**config.mk**
```make
export PLATFORM = sky130hd
export DESIGN_NAME = lidar_frame_point_parser
export DESIGN_NICKNAME = d
export VERILOG_FILES = /design/src/hdl/lfpp_pkg.sv /design/src/hdl/lidar_frame_point_parser.sv /design/src/hdl/lfpp_front.sv /design/src/hdl/lfpp_queue.sv /design/src/hdl/lfpp_back.sv
export SDC_FILE = /design/constraint.sdc
export NUM_CORES = 1
export LEC_CHECK = 0
export BUFFER_PORTS_ARGS = -buffer_cell sky130_fd_sc_hd__buf_2
export CORE_UTILIZATION = 45
export CTS_CLUSTER_DIAMETER = 150
export DETAILED_ROUTE_END_ITERATION = 12
export GPL_TIMING_DRIVEN = 1
export PLACE_DENSITY = 0.72
export RECOVER_POWER = 25
export SLEW_MARGIN = 20
export SYNTH_ARGS = -nofsm -noshare
export SYNTH_HDL_FRONTEND = slang
export SYNTH_SLANG_ARGS = --single-unit
export TNS_END_PERCENT = 20
```
**constraint.sdc**
```tcl
create_clock -name clk_i -period 7.2 [get_ports clk_i]
set_input_delay 1.44 -clock clk_i [delete_from_list [all_inputs] [get_ports clk_i]]
set_output_delay 1.44 -clock clk_i [all_outputs]
set_load 0.02 [all_outputs]
```
**src/hdl/lfpp_pkg.sv**
```systemverilog
package lfpp_pkg;

  // Kind of a result item
  typedef enum logic [1:0] {
    KIND_POINT     = 2'd0,
    KIND_FRAME_END = 2'd1,
    KIND_BAD_MAGIC = 2'd2
  } kind_e;

  typedef struct packed {
    kind_e       kind;
    logic [31:0] point_x;
    logic [31:0] point_z;
  } res_t;

  localparam int PointsPerPackageDefault = 96;
  localparam int QueueDepth = 2;

  // Field lengths and byte positions, in bytes
  localparam logic [6:0] MagicLen    = 7'd10;
  localparam logic [6:0] HdrSkipLen  = 7'd78;
  localparam logic [6:0] FrameHdrLen = 7'd24;
  localparam logic [6:0] OffsetFirst = 7'd8;
  localparam logic [6:0] OffsetEnd   = 7'd16;
  localparam logic [6:0] PkgHdrLen   = 7'd19;
  localparam logic [6:0] TypeByte    = 7'd10;
  localparam logic [6:0] PointLen    = 7'd14;
  localparam logic [6:0] XEnd        = 7'd4;
  localparam logic [6:0] ZFirst      = 7'd8;
  localparam logic [6:0] ZLast       = 7'd11;
  localparam logic [6:0] BodySkipLen = 7'd24;
  localparam logic [7:0] PointType   = 8'd2;

  function automatic logic [7:0] magic_byte(input logic [3:0] idx);
    logic [7:0] v;
    case (idx)
      4'd0:    v = 8'h6C;
      4'd1:    v = 8'h69;
      4'd2:    v = 8'h76;
      4'd3:    v = 8'h6F;
      4'd4:    v = 8'h78;
      4'd5:    v = 8'h5F;
      4'd6:    v = 8'h74;
      4'd7:    v = 8'h65;
      4'd8:    v = 8'h63;
      4'd9:    v = 8'h68;
      default: v = 8'h00;
    endcase
    return v;
  endfunction

endpackage

```
**src/hdl/lidar_frame_point_parser.sv**
```systemverilog
// Lidar frame point parser. Takes a recorded point-cloud file one byte per item on the
// input stream (tdata = byte, tuser = start-of-file flag, which restarts parsing at that
// byte). The 10-byte file magic is checked and the rest of the 88-byte file header
// skipped; frames follow, each with a 24-byte header whose bytes 8..15 give the
// little-endian absolute offset of the next frame. Packages are parsed while the byte
// position is below that offset; a type 2 package carries POINTS_PER_PACKAGE points of
// 14 bytes, and each point yields one item (tuser = 0) with signed x in tdata[31:0] and
// z in tdata[63:32], sent with the last z byte. When a frame header or a package body
// ends at or past the offset a frame-end item (tuser = 1, data zero) is sent. A bad magic
// sends tuser = 2 and the parser then drops bytes until the next start-of-file byte.
// Rate: one byte per clock sustained; the parser takes a byte each cycle while its
// two-entry result queue has room, so the input stalls only when the result stream is
// held off. A result is written into the queue and then into the output register.
module lidar_frame_point_parser #(
  parameter int POINTS_PER_PACKAGE = lfpp_pkg::PointsPerPackageDefault
) (
  input  logic        clk_i,
  input  logic        rst_ni,
  input  logic        s_axis_tvalid_i,
  output logic        s_axis_tready_o,
  input  logic [7:0]  s_axis_tdata_i,   // [7:0] data_byte
  input  logic        s_axis_tuser_i,   // [0] file_start
  output logic        m_axis_tvalid_o,
  input  logic        m_axis_tready_i,
  output logic [63:0] m_axis_tdata_o,   // [31:0] point_x, [63:32] point_z
  output logic [1:0]  m_axis_tuser_o    // [1:0] kind
);

  logic           q_full, q_not_empty, q_pop;
  logic           res_valid;
  lfpp_pkg::res_t res, q_data, out_data;

  // Front: byte-level layout walker
  lfpp_front #(
    .PointsPerPackage(POINTS_PER_PACKAGE)
  ) u_front (
    .clk_i       (clk_i),
    .rst_ni      (rst_ni),
    .in_valid_i  (s_axis_tvalid_i),
    .data_byte_i (s_axis_tdata_i),
    .file_start_i(s_axis_tuser_i),
    .q_full_i    (q_full),
    .in_ready_o  (s_axis_tready_o),
    .res_valid_o (res_valid),
    .res_o       (res)
  );

  // Queue lets parser and output stall independently
  lfpp_queue u_queue (
    .clk_i      (clk_i),
    .rst_ni     (rst_ni),
    .push_i     (res_valid),
    .push_data_i(res),
    .pop_i      (q_pop),
    .full_o     (q_full),
    .not_empty_o(q_not_empty),
    .pop_data_o (q_data)
  );

  // Back: registered output stage
  lfpp_back u_back (
    .clk_i        (clk_i),
    .rst_ni       (rst_ni),
    .q_not_empty_i(q_not_empty),
    .q_data_i     (q_data),
    .q_pop_o      (q_pop),
    .out_ready_i  (m_axis_tready_i),
    .out_valid_o  (m_axis_tvalid_o),
    .out_data_o   (out_data)
  );

  assign m_axis_tdata_o = {out_data.point_z, out_data.point_x};
  assign m_axis_tuser_o = out_data.kind;

endmodule

```
**src/hdl/lfpp_front.sv**
```systemverilog
// Byte parser: walks the file layout, builds points and frame-end items.
module lfpp_front #(
  parameter int PointsPerPackage = lfpp_pkg::PointsPerPackageDefault
) (
  input  logic           clk_i,
  input  logic           rst_ni,
  input  logic           in_valid_i,
  input  logic [7:0]     data_byte_i,
  input  logic           file_start_i,
  input  logic           q_full_i,
  output logic           in_ready_o,
  output logic           res_valid_o,
  output lfpp_pkg::res_t res_o
);

  localparam logic [2:0] PhMagic    = 3'd0;
  localparam logic [2:0] PhHdrSkip  = 3'd1;
  localparam logic [2:0] PhFrameHdr = 3'd2;
  localparam logic [2:0] PhPkgHdr   = 3'd3;
  localparam logic [2:0] PhPoints   = 3'd4;
  localparam logic [2:0] PhBodySkip = 3'd5;

  logic [2:0]  phase_q, phase_d;
  logic [6:0]  bif_q, bif_d;
  logic [63:0] pos_q, pos_d;
  logic [63:0] off_q, off_d;
  logic [7:0]  ptype_q, ptype_d;
  logic [6:0]  pidx_q, pidx_d;
  logic [31:0] x_q, x_d;
  logic [31:0] z_q, z_d;
  logic        magic_ok_q, magic_ok_d;
  logic        halted_q, halted_d;
  logic        accept;

  assign in_ready_o = !q_full_i;
  assign accept     = in_valid_i && !q_full_i;

  always_comb begin
    logic [6:0] k;
    logic       end_chk;
    phase_d     = phase_q;
    bif_d       = bif_q;
    pos_d       = pos_q;
    off_d       = off_q;
    ptype_d     = ptype_q;
    pidx_d      = pidx_q;
    x_d         = x_q;
    z_d         = z_q;
    magic_ok_d  = magic_ok_q;
    halted_d    = halted_q;
    res_valid_o = 1'b0;
    res_o       = '0;
    k           = '0;
    end_chk     = 1'b0;
    if (accept) begin
      if (file_start_i) begin
        phase_d    = PhMagic;
        bif_d      = '0;
        pos_d      = '0;
        off_d      = '0;
        ptype_d    = '0;
        pidx_d     = '0;
        x_d        = '0;
        z_d        = '0;
        magic_ok_d = 1'b1;
        halted_d   = 1'b0;
      end
      if (!halted_d) begin
        pos_d = pos_d + 64'd1;
        k     = bif_d;
        bif_d = bif_d + 7'd1;
        case (phase_d)
          PhMagic: begin
            if (data_byte_i != lfpp_pkg::magic_byte(k[3:0])) magic_ok_d = 1'b0;
            if (bif_d >= lfpp_pkg::MagicLen) begin
              bif_d = '0;
              if (!magic_ok_d) begin
                halted_d    = 1'b1;
                res_valid_o = 1'b1;
                res_o.kind  = lfpp_pkg::KIND_BAD_MAGIC;
              end else begin
                phase_d = PhHdrSkip;
              end
            end
          end
          PhHdrSkip: begin
            if (bif_d >= lfpp_pkg::HdrSkipLen) begin
              bif_d   = '0;
              phase_d = PhFrameHdr;
            end
          end
          PhFrameHdr: begin
            // bytes 8..15: little-endian offset of the next frame
            if (k inside {[lfpp_pkg::OffsetFirst:lfpp_pkg::OffsetEnd - 7'd1]}) begin
              if (k == lfpp_pkg::OffsetFirst) off_d = '0;
              off_d[{k[2:0], 3'b000} +: 8] = data_byte_i;
            end
            if (bif_d >= lfpp_pkg::FrameHdrLen) end_chk = 1'b1;
          end
          PhPkgHdr: begin
            if (k == lfpp_pkg::TypeByte) ptype_d = data_byte_i;
            if (bif_d >= lfpp_pkg::PkgHdrLen) begin
              bif_d   = '0;
              pidx_d  = '0;
              phase_d = (ptype_d == lfpp_pkg::PointType) ? PhPoints : PhBodySkip;
            end
          end
          PhPoints: begin
            if (k < lfpp_pkg::XEnd) begin
              if (k == 7'd0) x_d = '0;
              x_d[{k[1:0], 3'b000} +: 8] = data_byte_i;
            end else if (k inside {[lfpp_pkg::ZFirst:lfpp_pkg::ZLast]}) begin
              if (k == lfpp_pkg::ZFirst) z_d = '0;
              z_d[{k[1:0], 3'b000} +: 8] = data_byte_i;
            end
            if (k == lfpp_pkg::ZLast) begin
              res_valid_o   = 1'b1;
              res_o.kind    = lfpp_pkg::KIND_POINT;
              res_o.point_x = x_d;
              res_o.point_z = z_d;
            end else if (bif_d >= lfpp_pkg::PointLen) begin
              bif_d  = '0;
              pidx_d = pidx_d + 7'd1;
              if (pidx_d >= 7'(PointsPerPackage)) end_chk = 1'b1;
            end
          end
          PhBodySkip: begin
            if (bif_d >= lfpp_pkg::BodySkipLen) end_chk = 1'b1;
          end
          default: halted_d = 1'b1;
        endcase
        if (end_chk) begin
          bif_d = '0;
          if (pos_d >= off_d) begin
            phase_d     = PhFrameHdr;
            res_valid_o = 1'b1;
            res_o.kind  = lfpp_pkg::KIND_FRAME_END;
          end else begin
            phase_d = PhPkgHdr;
          end
        end
      end
    end
  end

  always_ff @(posedge clk_i or negedge rst_ni) begin
    if (!rst_ni) begin
      phase_q    <= PhMagic;
      bif_q      <= '0;
      pos_q      <= '0;
      off_q      <= '0;
      ptype_q    <= '0;
      pidx_q     <= '0;
      x_q        <= '0;
      z_q        <= '0;
      magic_ok_q <= 1'b1;
      halted_q   <= 1'b0;
    end else begin
      phase_q    <= phase_d;
      bif_q      <= bif_d;
      pos_q      <= pos_d;
      off_q      <= off_d;
      ptype_q    <= ptype_d;
      pidx_q     <= pidx_d;
      x_q        <= x_d;
      z_q        <= z_d;
      magic_ok_q <= magic_ok_d;
      halted_q   <= halted_d;
    end
  end

  a_bad_magic_halts: assert property (@(posedge clk_i) disable iff (!rst_ni)
    res_valid_o && res_o.kind == lfpp_pkg::KIND_BAD_MAGIC |=> halted_q)
    else $error("bad magic item without halt");

  a_point_in_points: assert property (@(posedge clk_i) disable iff (!rst_ni)
    res_valid_o && res_o.kind == lfpp_pkg::KIND_POINT |-> phase_q == PhPoints)
    else $error("point item outside point phase");

  a_halted_silent: assert property (@(posedge clk_i) disable iff (!rst_ni)
    halted_q && !file_start_i |-> !res_valid_o)
    else $error("item while halted");

endmodule

```
**src/hdl/lfpp_queue.sv**
```systemverilog
// Short result queue between parser and output stage.
module lfpp_queue (
  input  logic           clk_i,
  input  logic           rst_ni,
  input  logic           push_i,
  input  lfpp_pkg::res_t push_data_i,
  input  logic           pop_i,
  output logic           full_o,
  output logic           not_empty_o,
  output lfpp_pkg::res_t pop_data_o
);

  localparam int PtrW = $clog2(lfpp_pkg::QueueDepth);
  localparam int CntW = $clog2(lfpp_pkg::QueueDepth + 1);

  lfpp_pkg::res_t mem_q [lfpp_pkg::QueueDepth];
  logic [PtrW-1:0] wr_ptr_q, rd_ptr_q;
  logic [CntW-1:0] cnt_q;
  logic            do_push, do_pop;

  assign full_o      = cnt_q == CntW'(lfpp_pkg::QueueDepth);
  assign not_empty_o = cnt_q != '0;
  assign pop_data_o  = mem_q[rd_ptr_q];
  assign do_push     = push_i && !full_o;
  assign do_pop      = pop_i && not_empty_o;

  always_ff @(posedge clk_i) begin
    if (do_push) mem_q[wr_ptr_q] <= push_data_i;
  end

  always_ff @(posedge clk_i or negedge rst_ni) begin
    if (!rst_ni) begin
      wr_ptr_q <= '0;
      rd_ptr_q <= '0;
      cnt_q    <= '0;
    end else begin
      if (do_push) begin
        wr_ptr_q <= (wr_ptr_q == PtrW'(lfpp_pkg::QueueDepth - 1)) ? '0 : wr_ptr_q + 1'b1;
      end
      if (do_pop) begin
        rd_ptr_q <= (rd_ptr_q == PtrW'(lfpp_pkg::QueueDepth - 1)) ? '0 : rd_ptr_q + 1'b1;
      end
      cnt_q <= cnt_q + CntW'(do_push) - CntW'(do_pop);
    end
  end

  a_cnt_bound: assert property (@(posedge clk_i) disable iff (!rst_ni)
    cnt_q <= CntW'(lfpp_pkg::QueueDepth))
    else $error("queue count overflow");

  a_no_push_full: assert property (@(posedge clk_i) disable iff (!rst_ni)
    full_o |-> !push_i)
    else $error("push into full queue");

endmodule

```
**src/hdl/lfpp_back.sv**
```systemverilog
// Output register stage: drains the queue onto the result stream.
module lfpp_back (
  input  logic           clk_i,
  input  logic           rst_ni,
  input  logic           q_not_empty_i,
  input  lfpp_pkg::res_t q_data_i,
  output logic           q_pop_o,
  input  logic           out_ready_i,
  output logic           out_valid_o,
  output lfpp_pkg::res_t out_data_o
);

  logic           valid_q;
  lfpp_pkg::res_t data_q;

  assign q_pop_o     = q_not_empty_i && (!valid_q || out_ready_i);
  assign out_valid_o = valid_q;
  assign out_data_o  = data_q;

  always_ff @(posedge clk_i or negedge rst_ni) begin
    if (!rst_ni) begin
      valid_q <= 1'b0;
    end else if (!valid_q || out_ready_i) begin
      valid_q <= q_not_empty_i;
    end
  end

  always_ff @(posedge clk_i) begin
    if (q_pop_o) data_q <= q_data_i;
  end

endmodule
```
* After elaboration in Yosys (flattened, before gate mapping)
Memory sizes are Yosys's and may differ from the RTL's. A register that Yosys moved wholly into a read port is not among the register bits. Cells that the tools add are included.
Storage, ports and cells: output and inout port bits 68, memories 2, bits in read-only memories 112, bits in latches 0, bits of input ports 13, logic and storage cells 181, RAM bits 132, register bits after elaboration 224
Operators by class: order comparisons 11, reduce and logical (&&, ||, !) cells 14, equality and inequality tests 11, mux-type cells 116, divide/modulo/power cells 0, bitwise gates (word level) 0, shift operators 4, add/subtract/negate cells 9, multiply operators 0
Memory list:
- u_queue.mem_q | words 2, bits a word 66, read ports 1, clocked after Yosys merged registers in 1, wr ports 1, RTL line lfpp_queue.sv:16 | lfpp_pkg::res_t mem_q [lfpp_pkg::QueueDepth];
- (name not given) | words 16, bits a word 7, read ports 1, clocked after Yosys merged registers in 0, wr ports 0, RTL line lfpp_pkg.sv:36 | case (idx)
Operators with widths (count):
- 64-bit 2-to-1 mux | 16
- 32-bit 2-to-1 mux | 22
- 66-bit 2-to-1 mux | 2
- 7-bit 2-to-1 mux | 15
- 8-bit 2-to-1 mux | 10
- 64-bit by 1-bit adder with 64-bit output, second input constant | 1
- 32-bit bitwise mux | 2
- 64-bit bitwise mux | 1
- 64-bit greater-or-equal comparator | 1
- 8-bit by 8-bit variable shift with 64-bit output, first input constant | 1
- 8-bit by 8-bit indexed part select with 64-bit output | 1
- 8-bit by 7-bit variable shift with 32-bit output, first input constant | 1
- 8-bit by 7-bit indexed part select with 32-bit output | 1
- 1-bit 2-to-1 mux | 29
- 7-bit case mux with 4 select lines | 1
- 3-bit 2-to-1 mux | 8
- 7-bit by 4-bit == test with 1-bit output, second input constant | 3
- 7-bit by 4-bit greater-or-equal comparator with 1-bit output, second input constant | 3
- 7-bit by 1-bit adder with 7-bit output, second input constant | 2
- 7-bit by 5-bit greater-or-equal comparator with 1-bit output, second input constant | 2
- 7-bit greater-or-equal comparator, second input constant | 2
- 7-bit by 4-bit <= comparator with 1-bit output, second input constant | 2
- 7-bit case mux with 2 select lines | 1
- 3-bit case mux with 3 select lines | 1
- 23 further kinds | 37

* Longest topological paths before layout
Gate-level depths: netlist of run 1.
word-level depth 23, mapped depth 31, gate-level depth less buffers 24

* Cells and area by module
Synthesis of run 1 repeated with hierarchy kept, for this count alone.
Second synthesis, totals: cells, all modules 2033, area total of the unflattened synthesis 21632.0 sq um
By module, submodules not included:
- lfpp_front | times used 1, sequential area each 5481.5 sq um, area each 14530.2 sq um, cells each 1740
- lfpp_queue | times used 1, sequential area each 4063.9 sq um, area each 5076.1 sq um, cells each 223
- lfpp_back | times used 1, sequential area each 2006.9 sq um, area each 2025.7 sq um, cells each 70

* Worst setup path after synthesis of run 1
OpenSTA, ideal clock, no wires.
path kind input -> register, start point input port s_axis_tuser_i, end point memory u_queue.mem_q[0][0] in the netlist's numbering, enable pin, required time 6709 ps, library setup time 491 ps, path buffers 7, setup slack -2318 ps, stages 28, arrival time 9027 ps, cells stage by stage buf_2 -> buf_2 -> buf_2 -> inv_1 -> clkbuf_1 -> clkbuf_1 -> nand2_1 -> inv_1 -> ha_1 -> clkbuf_1 -> clkinv_1 -> a31oi_1 -> o21ai_1 -> inv_1 -> nand2_1 -> or4_1 -> clkbuf_1 -> and3_1 -> a21oi_1 -> ha_1 -> nand4_1 -> nor4_1 -> nand2_1 -> a21oi_1 -> a211oi_1 -> a211oi_1 -> o21ai_1 -> nor2_1
On the way: word-level cells in the longest chain between the ends 21, elaborated cells between the ends (all ways) 70, those cells by class add/sub (4); order compare (7); eq/ne (6); shift (2); mux (46); reduce/logical (4); memory (1)
RTL lines:
- from (decl) | RTL line lidar_frame_point_parser.sv:22 | input logic s_axis_tuser_i,
- parallel branches: the longest is 16 deep, another holds 64-bit greater-or-equal comparator
- 1-bit 2-to-1 mux (*) | RTL line lfpp_front.sv:68 | if (!halted_d) begin
- 1-bit 2-to-1 mux (*) | RTL line lfpp_front.sv:55 | if (accept) begin
- 1-bit logical AND (*) | RTL line lfpp_queue.sv:24 | assign do_push = push_i && !full_o;
- 1-bit 2-to-1 mux (*) | RTL line lfpp_queue.sv:28 | if (do_push) mem_q[wr_ptr_q] <= push_data_i;
- 1-bit 2-to-1 mux (implied by the code) (*) | RTL line lfpp_queue.sv:28
- to (decl) | RTL line lfpp_queue.sv:16
Mark *: on every way between the ends. The select of a mux whose other input is x is not followed.

* Final worst setup path of run 1
start point input port s_axis_tuser_i, end point register u_queue.cnt_q[1]
On the way: word-level cells in the longest chain between the ends 21, elaborated cells between the ends (all ways) 70, those cells by class add/sub (6); order compare (7); eq/ne (6); shift (2); mux (44); reduce/logical (4); memory (1)
RTL lines:
- parallel branches: the longest is 16 deep, another holds 64-bit greater-or-equal comparator
- 1-bit 2-to-1 mux (*) | RTL line lfpp_front.sv:68
- 1-bit 2-to-1 mux (*) | RTL line lfpp_front.sv:55
- 1-bit logical AND (*) | RTL line lfpp_queue.sv:24
- 2-bit by 1-bit adder with 2-bit output (*) | RTL line lfpp_queue.sv:43 | cnt_q <= cnt_q + CntW'(do_push) - CntW'(do_pop);
- 2-bit by 1-bit subtractor with 2-bit output (*) | RTL line lfpp_queue.sv:43
- to (signal assigned) | RTL line lfpp_queue.sv:43
- to (decl) | RTL line lfpp_queue.sv:18 | logic [CntW-1:0] cnt_q;
Marked as above. A chain may end at the register's enable or synchronous reset.

==> flow_metrics.py, run 1 <==
metrics = {
    "status": {
        "status": "finished with violations",
        "violations": "DRC, capacitance limit, slew limit",
    },
    "sta": {
        "min_period_ns": 6.37,
        "finalHoldViolations": 0,
        "finalClockSkew_ns": 0.0191,
        "worst_pin_slew_ns": 3.69,
        "fin_crit_sh": 0.885,
        "tns_ns": 0,
        "slew_headroom": -1.46,
        "setup_ws_ns": 0.826,
        "fmax_ghz": 0.157,
        "rsz0062_at_grt": "no",
        "setup_viol": 0,
        "drv_slew": 240,
    },
    "worst_setup_path": {
        "crit_buf_inv": 5,
        "required_ns": 7.71,
        "crit_family": "compound AO/OA/AOI/OAI gates",
        "critical_path_class": "primary input to flop",
        "cp.arrival_ns": 6.89,
        "startpoint_type": "primary input",
        "crit_chain": "buf_4 > nand2b_1 > buf_4 > ha_1 > buf_4 > ha_1 > buf_4 > nor2_1 > nand4_1 > and3_1 > a21oi_1 > ha_1 > a2111oi_0 > o221a_2 > o31ai_1 > a211oi_1 > a211oi_2 > o21ai_2 > inv_1 > ha_1 > xnor2_1 > xnor2_1",
        "r2r_setup_slack_ns": 1.48,
        "slowest_delay_ns": 0.61,
        "cp.depth": 22,
        "r2r.worst_path.cells": 21,
        "worstSetupEndpointType": "flop",
        "slowest_stage": "a211oi_1",
        "critPathMaxFanout": 36,
    },
    "detailed_routing": {
        "drc_errors": 7,
        "drt_iter0_markers": 1570,
        "ant_nets": 0,
        "vias_per_cell": 6.01,
        "avgRoutedWirePerCell_um": 19.6,
        "dr.pass1.iters": 10,
        "vias": 16200,
        "wl_mm": 52.9,
    },
    "global_route": {
        "antenna_found_initial": 0,
        "grt_pass1_vias": 15800,
        "grt_max_degree": 127,
        "grt.total_usage": 0.221,
        "grt_pass1_wl_mm": 85.3,
        "gr-total-overflow": 0,
    },
    "floorplanning": {
        "rows": 79,
        "die_area_um2": 48600,
        "coreArea_um2": 46800,
        "start_util": 0.459,
        "die_x_um": 220,
        "ioPinCount": 81,
        "die_h_um": 220,
    },
    "placed_design": {
        "placed_cell_area_um2": 22600,
        "place_congestion": 0.915,
        "preCtsSetupSlack_ns": 0.407,
        "port_buffers": 80,
        "hpwl_mm": 34.4,
        "dp.cells": 2614,
    },
    "finish": {
        "drive_gt1_frac": 0.139,
        "antenna_cells": 0,
        "fin_area_um2": 24200,
        "instances_no_fill": 2699,
        "final_nets": 2146,
        "final_util": 0.517,
        "area_growth_pct": 12.6,
    },
    "yosys": {
        "ys_types": 74,
        "yosysWarnings": 0,
        "synth-seq-cells": 422,
        "async_reset_ff_frac": 0.531,
        "synth_seq_area_share": 0.538,
        "synth_edf_count": 198,
        "netlist_area_um2": 21500,
        "synth.avg_cell_area_um2": 10.7,
        "syn_nets": 2096,
        "synth_cells": 2005,
        "ys.flop_type": "dfrtp_1",
    },
    "cts": {
        "cts_sinks": 422,
        "postCtsHoldBufs": 0,
        "cts.clk_slew.worst_paths_ns": 0.06,
        "cts_setup_buffers": 0,
        "htreeDepth": 2,
        "clk_path_buf_depth": 3,
        "cts_tree": "done",
        "cts_resized": 0,
        "cts-buffers-inserted": 46,
        "cts_root_buf": "clkbuf_16",
        "clock_latency_ns": 0.59,
    },
    "power_and_ir_drop": {
        "total_leakage_power_uw": 0.00961,
        "vdd_drop_max_v": 0.000152,
        "power_per_cell_area_nw_per_um2": 297,
    },
    "hold_path": {
        "hold_path_class": "flop to flop",
        "hold_depth": 1,
    },
    "run": {
        "max_cap_viol_count": 3,
    },
}
==> cell usage after synthesis, types with 53 or more instances <==
cell type / count / area share
edfxtp_1: 198 / 0.28
o21ai_0: 80 / 0.019
dfrtp_1: 223 / 0.26
nor2_1: 224 / 0.039
ha_1: 78 / 0.045
clkbuf_1: 80 / 0.014
a21oi_1: 89 / 0.021
mux2_2: 72 / 0.038
a22o_1: 120 / 0.049
xnor2_1: 53 / 0.022
nand2_1: 221 / 0.039
a22oi_1: 71 / 0.025
==> cell type report <==
class / count / area, µm²
clock buffers: 53 / 1190
inverters: 37 / 140
repair buffers: 114 / 701
clock inverters: 32 / 407
flip-flops and latches: 422 / 11600
well taps: 607 / 759
fillers: 4026 / 22600
multi-input cells: 1434 / 9420
==> sequential cells by signal, indices dropped and copies added (netlist names), 2 cells and up <==
| register | cells |
|---|---|
| u_queue.mem_q | 132 |
| u_front.ptype_q | 8 |
| u_front.pos_q | 64 |
| u_front.bif_q | 7 |
| u_queue.cnt_q | 2 |
| u_front.phase_q | 3 |
| u_front.pidx_q | 7 |
| u_back.out_data_o | 66 |
| u_front.x_q | 32 |
| u_front.z_q | 32 |
| u_front.off_q | 64 |
==> metal layers <==
layer / track usage / vias up / wire [µm]
li1: - / 7519 / -
met1: 0.301 / 7994 / 22900
met2: 0.359 / 592 / 25000
met3: 0.0308 / 126 / 3330
met4: 0.0814 / 0 / 1660
met5: 0 / - / 0
==> report_power, final <==
group          leakage (µW)  switching (µW)  internal, µW
sequential          0.00498             133          2870
clock              0.000765            1010          1480
combinational       0.00386            1130           548
total               0.00961            2270          4900
==> cells in the final DEF (no fill, tap or decap), types with 53 or more instances in the layout <==
master / n
a21oi_1: 88
a22o_1: 120
a22oi_1: 71
buf_2: 78
dfrtp_1: 223
edfxtp_1: 198
ha_1: 78
mux2_2: 65
nand2_1: 221
nor2_1: 222
o21ai_0: 80
xnor2_1: 53
==> through the flow <==
stage          hold slack (ns)  power (µW)
6_report                 0.478        7170
5_1_grt                  0.509        7500
4_1_cts                  0.475        7200
3_5_place_dp             0.467        4700
3_3_place_gp             0.458        4670
2_1_floorplan            0.439        4180
==> worst paths after layout <==
check                                   from                end
max                           s_axis_tuser_i   u_queue.cnt_q[1]
min in group asynchronous             rst_ni  u_front.pos_q[40]
min                        u_front.pos_q[63]  u_front.pos_q[63]
min reg2reg                u_front.pos_q[63]  u_front.pos_q[63]
max reg2reg                 u_front.bif_q[0]   u_queue.cnt_q[1]
max in group asynchronous             rst_ni  u_front.pos_q[63]
==> cell families (layout without fill, tap and decap cells) <==
logic type / count (synthesis) / after routing / share of synthesized area
xor gates and xnor gates: 70 / 70 / 0.0286
buffers and inverters: 149 / 236 / 0.0271
DFF: 422 / 422 / 0.538
adders and majority gates: 78 / 78 / 0.0455
muxes: 85 / 85 / 0.0438
AOI/OAI and AO/OA: 490 / 490 / 0.160
and+or+nand+nor: 711 / 711 / 0.157
No activity file was read; power rests on OpenSTA's default activity.
==> run 2: changes to the inputs <==
- CTS_CLUSTER_SIZE: not set -> 16
- PLACE_DENSITY: 0.72 -> 0.7
==> run 2 against run 1 <==
Effect of this change:
- the flow still finishes with violations (DRC, capacitance limit, slew limit)
- wire length down 1.2%
- first-iteration DRC count down 13%
- clock skew up 0.0011 ns
- sequential cell count unchanged
- largest power group unchanged
==> flow_metrics.py, run 2 (synthesis results as in run 1) <==
metrics = {
    "global_route": {
        "gr-total-overflow": 0,
        "use_met1": 0.296,
        "gr-usage-met3": 0.0264,
        "grt-busiest-layer": "met2",
        "grt_max_degree": 137,
        "grt_pass1_wl_mm": 83.8,
        "grt_pass1_vias": 15500,
        "antenna_found_initial": 0,
        "grtUsageMet2": 0.354,
        "grt.total_usage": 0.216,
    },
    "cts": {
        "postCtsHoldBufs": 0,
        "cts_tree": "done",
        "cts_setup_buffers": 0,
        "clock_latency_ns": 0.59,
        "cts_sinks": 422,
        "htreeDepth": 1,
        "cts.clk_slew.worst_paths_ns": 0.09,
        "clk_path_buf_depth": 3,
        "cts_resized": 0,
        "cts-buffers-inserted": 30,
        "cts_root_buf": "clkbuf_16",
    },
    "worst_setup_path": {
        "required_ns": 7.70,
        "critical_path_class": "primary input to flop",
        "cp.arrival_ns": 6.75,
        "critPathMaxFanout": 38,
        "r2r_setup_slack_ns": 1.34,
        "worstSetupEndpointType": "flop",
        "startpoint_type": "primary input",
    },
    "floorplanning": {
        "die_x_um": 220,
        "rows": 79,
        "die_h_um": 220,
        "ioPinCount": 81,
        "start_util": 0.459,
        "die_area_um2": 48600,
        "coreArea_um2": 46800,
    },
    "sta": {
        "setup_viol": 0,
        "min_period_ns": 6.25,
        "slew_headroom": -2.35,
        "hold_slack_ns": 0.490,
        "tns_ns": 0,
        "rsz0062_at_grt": "no",
        "fmax_ghz": 0.160,
        "drv_slew": 146,
        "finalHoldViolations": 0,
        "finalClockSkew_ns": 0.0202,
        "worst_pin_slew_ns": 5.03,
        "fin_crit_sh": 0.867,
    },
    "detailed_routing": {
        "drt_iter0_markers": 1371,
        "vias_per_cell": 6.00,
        "avgRoutedWirePerCell_um": 19.5,
        "ant_nets": 0,
        "wl_mm": 52.2,
        "drc_errors": 13,
        "vias": 16000,
        "dr.pass1.iters": 11,
    },
    "finish": {
        "drive_gt1_frac": 0.121,
        "largest_register_ffs": 132,
        "antenna_cells": 0,
        "regMostFlops": "u_queue.mem_q",
        "layout_commonest_cell": "dfrtp_1",
        "final_nets": 2135,
        "area_growth_pct": 9.40,
        "layout_common_cells": "223 x dfrtp_1, 222 x nor2_1, 221 x nand2_1, 198 x edfxtp_1, 120 x a22o_1",
        "final_util": 0.502,
    },
    "power_and_ir_drop": {
        "power_per_cell_area_nw_per_um2": 268,
        "switching_share": 0.332,
        "p_int_uw": 4210,
        "power_frac_clock": 0.259,
        "p_sw_uw": 2090,
        "total_leakage_power_uw": 0.00928,
        "power_uw": 6300,
        "vdd_drop_max_v": 0.000175,
        "pwr-share-seq": 0.475,
        "combPwrFrac": 0.267,
    },
    "placed_design": {
        "place_congestion": 0.921,
        "hpwl_mm": 34.4,
        "port_buffers": 80,
    },
    "run": {
        "max_cap_viol_count": 2,
    },
    "hold_path": {
        "hold_path_class": "flop to flop",
    },
    "status": {
        "status": "finished with violations",
        "violations": "DRC, capacitance limit, slew limit",
    },
}
## run 2: cell count changes in the layout (fill, tap and decap cells not counted), moves of 5 or more
cell,delta
clkbuf_1,+16
clkinvlp_4,-5
buf_4,+7
mux2_1,+6
bufinv_16,-8
clkinv_1,-5
mux2_2,-6
clkbuf_16,-15
clkinv_2,-8
## run 2: routing by layer
layer | vias to the layer above | part of all wire
met5 | - | 0
met4 | 0 | 0.032
met3 | 110 | 0.056
met2 | 514 | 0.47
met1 | 7931 | 0.44
li1 | 7471 | -
## run 2: power groups by stage
stage / sequential [µW] / clock [µW] / combinational (µW)
after global placement: 3040 / 0 / 1640
final: 2990 / 1630 / 1680
after global routing: 3020 / 1750 / 1830
after CTS: 2990 / 1670 / 1670
after detailed placement: 3040 / 0 / 1670
after floorplan: 3200 / 0 / 972
## run 2: final timing paths
check,startpoint,endpoint,cells past startpoint
setup / recovery,s_axis_tuser_i,u_queue.cnt_q[1],22
hold / removal,u_front.pos_q[63],u_front.pos_q[63],1
setup reg to reg,u_front.bif_q[1],u_queue.cnt_q[1],21
hold reg to reg,u_front.pos_q[63],u_front.pos_q[63],1
max in group asynchronous,rst_ni,u_front.x_q[6],1
min in group asynchronous,rst_ni,u_front.pos_q[58],1
## run 2: final cells by class
cell class | count | area, µm²
Clock buffer | 53 | 858
Clock inverter | 1 | 11.3
Fill cell | 4115 | 23300
Inverter | 37 | 140
Multi-Input combinational cell | 1434 | 9430
Sequential cell | 422 | 11600
Tap cell | 607 | 759
Timing Repair Buffer | 119 | 728
## run 2: critical path, cell delays in order
cell       delay (ns)
buf_4            0.24
nand2b_1         0.22
buf_4            0.21
ha_1             0.21
buf_4            0.18
ha_1             0.21
buf_4            0.21
nor2_1           0.20
nand4_1          0.33
and3_1           0.31
a21oi_1          0.16
ha_1             0.29
a2111oi_0        0.40
o221a_2          0.26
o31ai_1          0.09
a211oi_1         0.58
a211oi_2         0.15
o21ai_2          0.34
inv_1            0.17
ha_1             0.22
xnor2_1          0.18
xnor2_1          0.13
## run 2: per-stage QoR
step	cells	setup WS (ns)	area [µm²]
after floorplan	2005	0.00425	21500
after global routing	2673	0.654	23500
after global placement	2619	0.555	22600
final	2673	0.954	23500
after detailed placement	2619	0.465	22600
after CTS	2673	1.08	23500
==> run 3: changes to the inputs <==
==> constraint.sdc (replaced) <==
create_clock -name clk_i -period 7.2 [get_ports clk_i]
set_input_delay 0.36 -clock clk_i [delete_from_list [all_inputs] [get_ports clk_i]]
set_output_delay 0.36 -clock clk_i [all_outputs]
set_load 0.02 [all_outputs]
==> run 3 against run 2 <==
Effect of this change:
- the flow still finishes with violations (DRC, capacitance limit, slew limit)
- total power is 0.72% lower
- sequential power barely moved
- hold slack lost 0.22 ns
- critical path type is now flop to flop
- largest cell class unchanged
==> flow_metrics.py, run 3 (synthesis results as in run 1) <==
metrics = {
    "floorplanning": {
        "die_x_um": 220,
        "die_h_um": 220,
        "coreArea_um2": 46800,
        "start_util": 0.459,
        "die_area_um2": 48600,
        "ioPinCount": 81,
        "rows": 79,
    },
    "global_route": {
        "antenna_found_initial": 0,
        "grt_pass1_wl_mm": 84.4,
        "gr-total-overflow": 0,
        "grt.total_usage": 0.218,
        "grt_pass1_vias": 15700,
        "grt_max_degree": 88,
    },
    "placed_design": {
        "preCtsSetupSlack_ns": 0.783,
        "hpwl_mm": 34.7,
        "place_congestion": 0.941,
        "port_buffers": 80,
    },
    "sta": {
        "finalClockSkew_ns": 0.0308,
        "slew_headroom": -2.29,
        "rsz0062_at_grt": "no",
        "tns_ns": 0,
        "fin_crit_sh": 0.886,
        "fmax_ghz": 0.157,
        "worst_pin_slew_ns": 4.93,
        "setup_viol": 0,
        "drv_slew": 223,
        "min_period_ns": 6.38,
        "setup_ws_ns": 0.820,
        "finalHoldViolations": 0,
    },
    "worst_setup_path": {
        "critical_path_class": "flop to flop",
        "required_ns": 7.70,
        "critPathMaxFanout": 14,
        "cp.arrival_ns": 6.88,
        "startpoint_type": "flop",
        "worstSetupEndpointType": "flop",
    },
    "status": {
        "violations": "DRC, capacitance limit, slew limit",
        "status": "finished with violations",
    },
    "cts": {
        "cts_root_buf": "clkbuf_16",
        "cts-buffers-inserted": 30,
        "htreeDepth": 1,
        "clock_latency_ns": 0.59,
        "cts_setup_buffers": 0,
        "cts.clk_slew.worst_paths_ns": 0.09,
        "cts_tree": "done",
        "cts_sinks": 422,
        "cts_resized": 0,
        "clk_path_buf_depth": 3,
    },
    "hold_path": {
        "hold_path_class": "primary input to flop",
    },
    "finish": {
        "drive_gt1_frac": 0.0845,
        "largest_register_ffs": 132,
        "final_nets": 2129,
        "regMostFlops": "u_queue.mem_q",
        "layout_common_cells": "222 x nor2_1, 222 x dfrtp_1, 221 x nand2_1, 198 x edfxtp_1, 120 x a22o_1",
        "area_growth_pct": 8.64,
        "n_fill_cell": 4171,
    },
    "detailed_routing": {
        "ant_nets": 0,
        "vias": 15900,
        "drc_errors": 14,
        "vias_per_cell": 5.97,
        "dr.max_layer_used": "met4",
        "wl_met3_mm": 2.73,
        "dr.pass1.iters": 11,
        "drt_iter0_markers": 1375,
        "avgRoutedWirePerCell_um": 19.6,
        "wl_mm": 52.4,
        "drt-met1-wl_mm": 22.8,
        "met2WireLength_mm": 24.9,
    },
    "run": {
        "max_cap_viol_count": 3,
    },
    "power_and_ir_drop": {
        "total_leakage_power_uw": 0.00903,
        "power_per_cell_area_nw_per_um2": 268,
        "power_uw": 6260,
        "vdd_drop_max_v": 0.000209,
    },
}
-- run 3: cell types whose count changed in the layout (fill, tap and decap cells not counted), moves of 7 or more --
cell      delta
clkbuf_1    +69
mux2_1       -7
buf_4        -9
mux2_2       +7
buf_2       -68
-- run 3: critical path: stages (launching register included) --
cell,delay [ns]
dfrtp_1,0.61
nand2b_1,0.41
inv_1,0.33
ha_1,0.40
clkinv_1,0.15
a31oi_1,0.16
o21ai_1,0.12
inv_1,0.15
nand2_1,0.09
or4_1,0.67
and3_1,0.27
a21oi_1,0.13
ha_1,0.27
a21oi_1,0.16
o21ai_0,0.12
a211oi_1,0.26
o31ai_1,0.11
a211oi_1,0.31
a211oi_1,0.20
o21ai_1,0.53
inv_1,0.25
ha_1,0.26
xnor2_1,0.18
xnor2_1,0.14
-- run 3: area by class of cell --
type                       instances  area [µm²]  share of cell area
sequential                       422       11600               0.496
multi-input combinational       1434        9400               0.403
clock buffer                      53         858              0.0368
tap                              607         759              0.0326
timing repair buffer             113         594              0.0255
inverter                          37         139             0.00596
clock inverter                     1        11.3            0.000483
antenna                            1        2.50            0.000107
-- run 3: final timing paths --
kind	depth (start not counted)	endpoint	slack, ns	start
max in group asynchronous	2	u_queue.rd_ptr_q	1.97	rst_ni
hold reg to reg	2	u_front.off_q[1]	0.48	u_front.off_q[1]
setup reg to reg	23	u_queue.cnt_q[1]	0.82	u_front.bif_q[0]
setup / recovery	23	u_queue.cnt_q[1]	0.82	u_front.bif_q[0]
hold / removal	4	u_front.halted_q	0.27	s_axis_tvalid_i
min in group asynchronous	2	u_front.pos_q[40]	2.11	rst_ni
-- run 3: power breakdown --
part           switching [µW]  total (µW)  internal [µW]  leakage [µW]
combinational            1130        1640            508       0.00364
clock                     815        1620            805      0.000414
sequential                132        3000           2870       0.00498
total                    2070        6260           4180       0.00903
-- run 3: stage by stage --
step           utilization  std cells  area (µm²)  hold WS, ns
2_1_floorplan            -       2005       21500       0.0644
3_3_place_gp         0.481       2610       22500        0.413
3_5_place_dp         0.481       2610       22500        0.427
4_1_cts              0.500       2666       23400        0.252
5_1_grt              0.499       2667       23300        0.302
6_report             0.499       2668       23300        0.275
-- run 3: repair_timing --
action | 4_1_cts | 5_1_grt
hold endpoints to repair | 86 | 0
hold buffers | 2 | 0
endpoints found under the setup margin | 0 | 0
-- run 3: per-layer routing --
layer  GRT usage  vias up
li1            -     7479
met1       0.293     7834
met2       0.358      511
met3      0.0268      117
met4      0.0851        0
met5           0        -
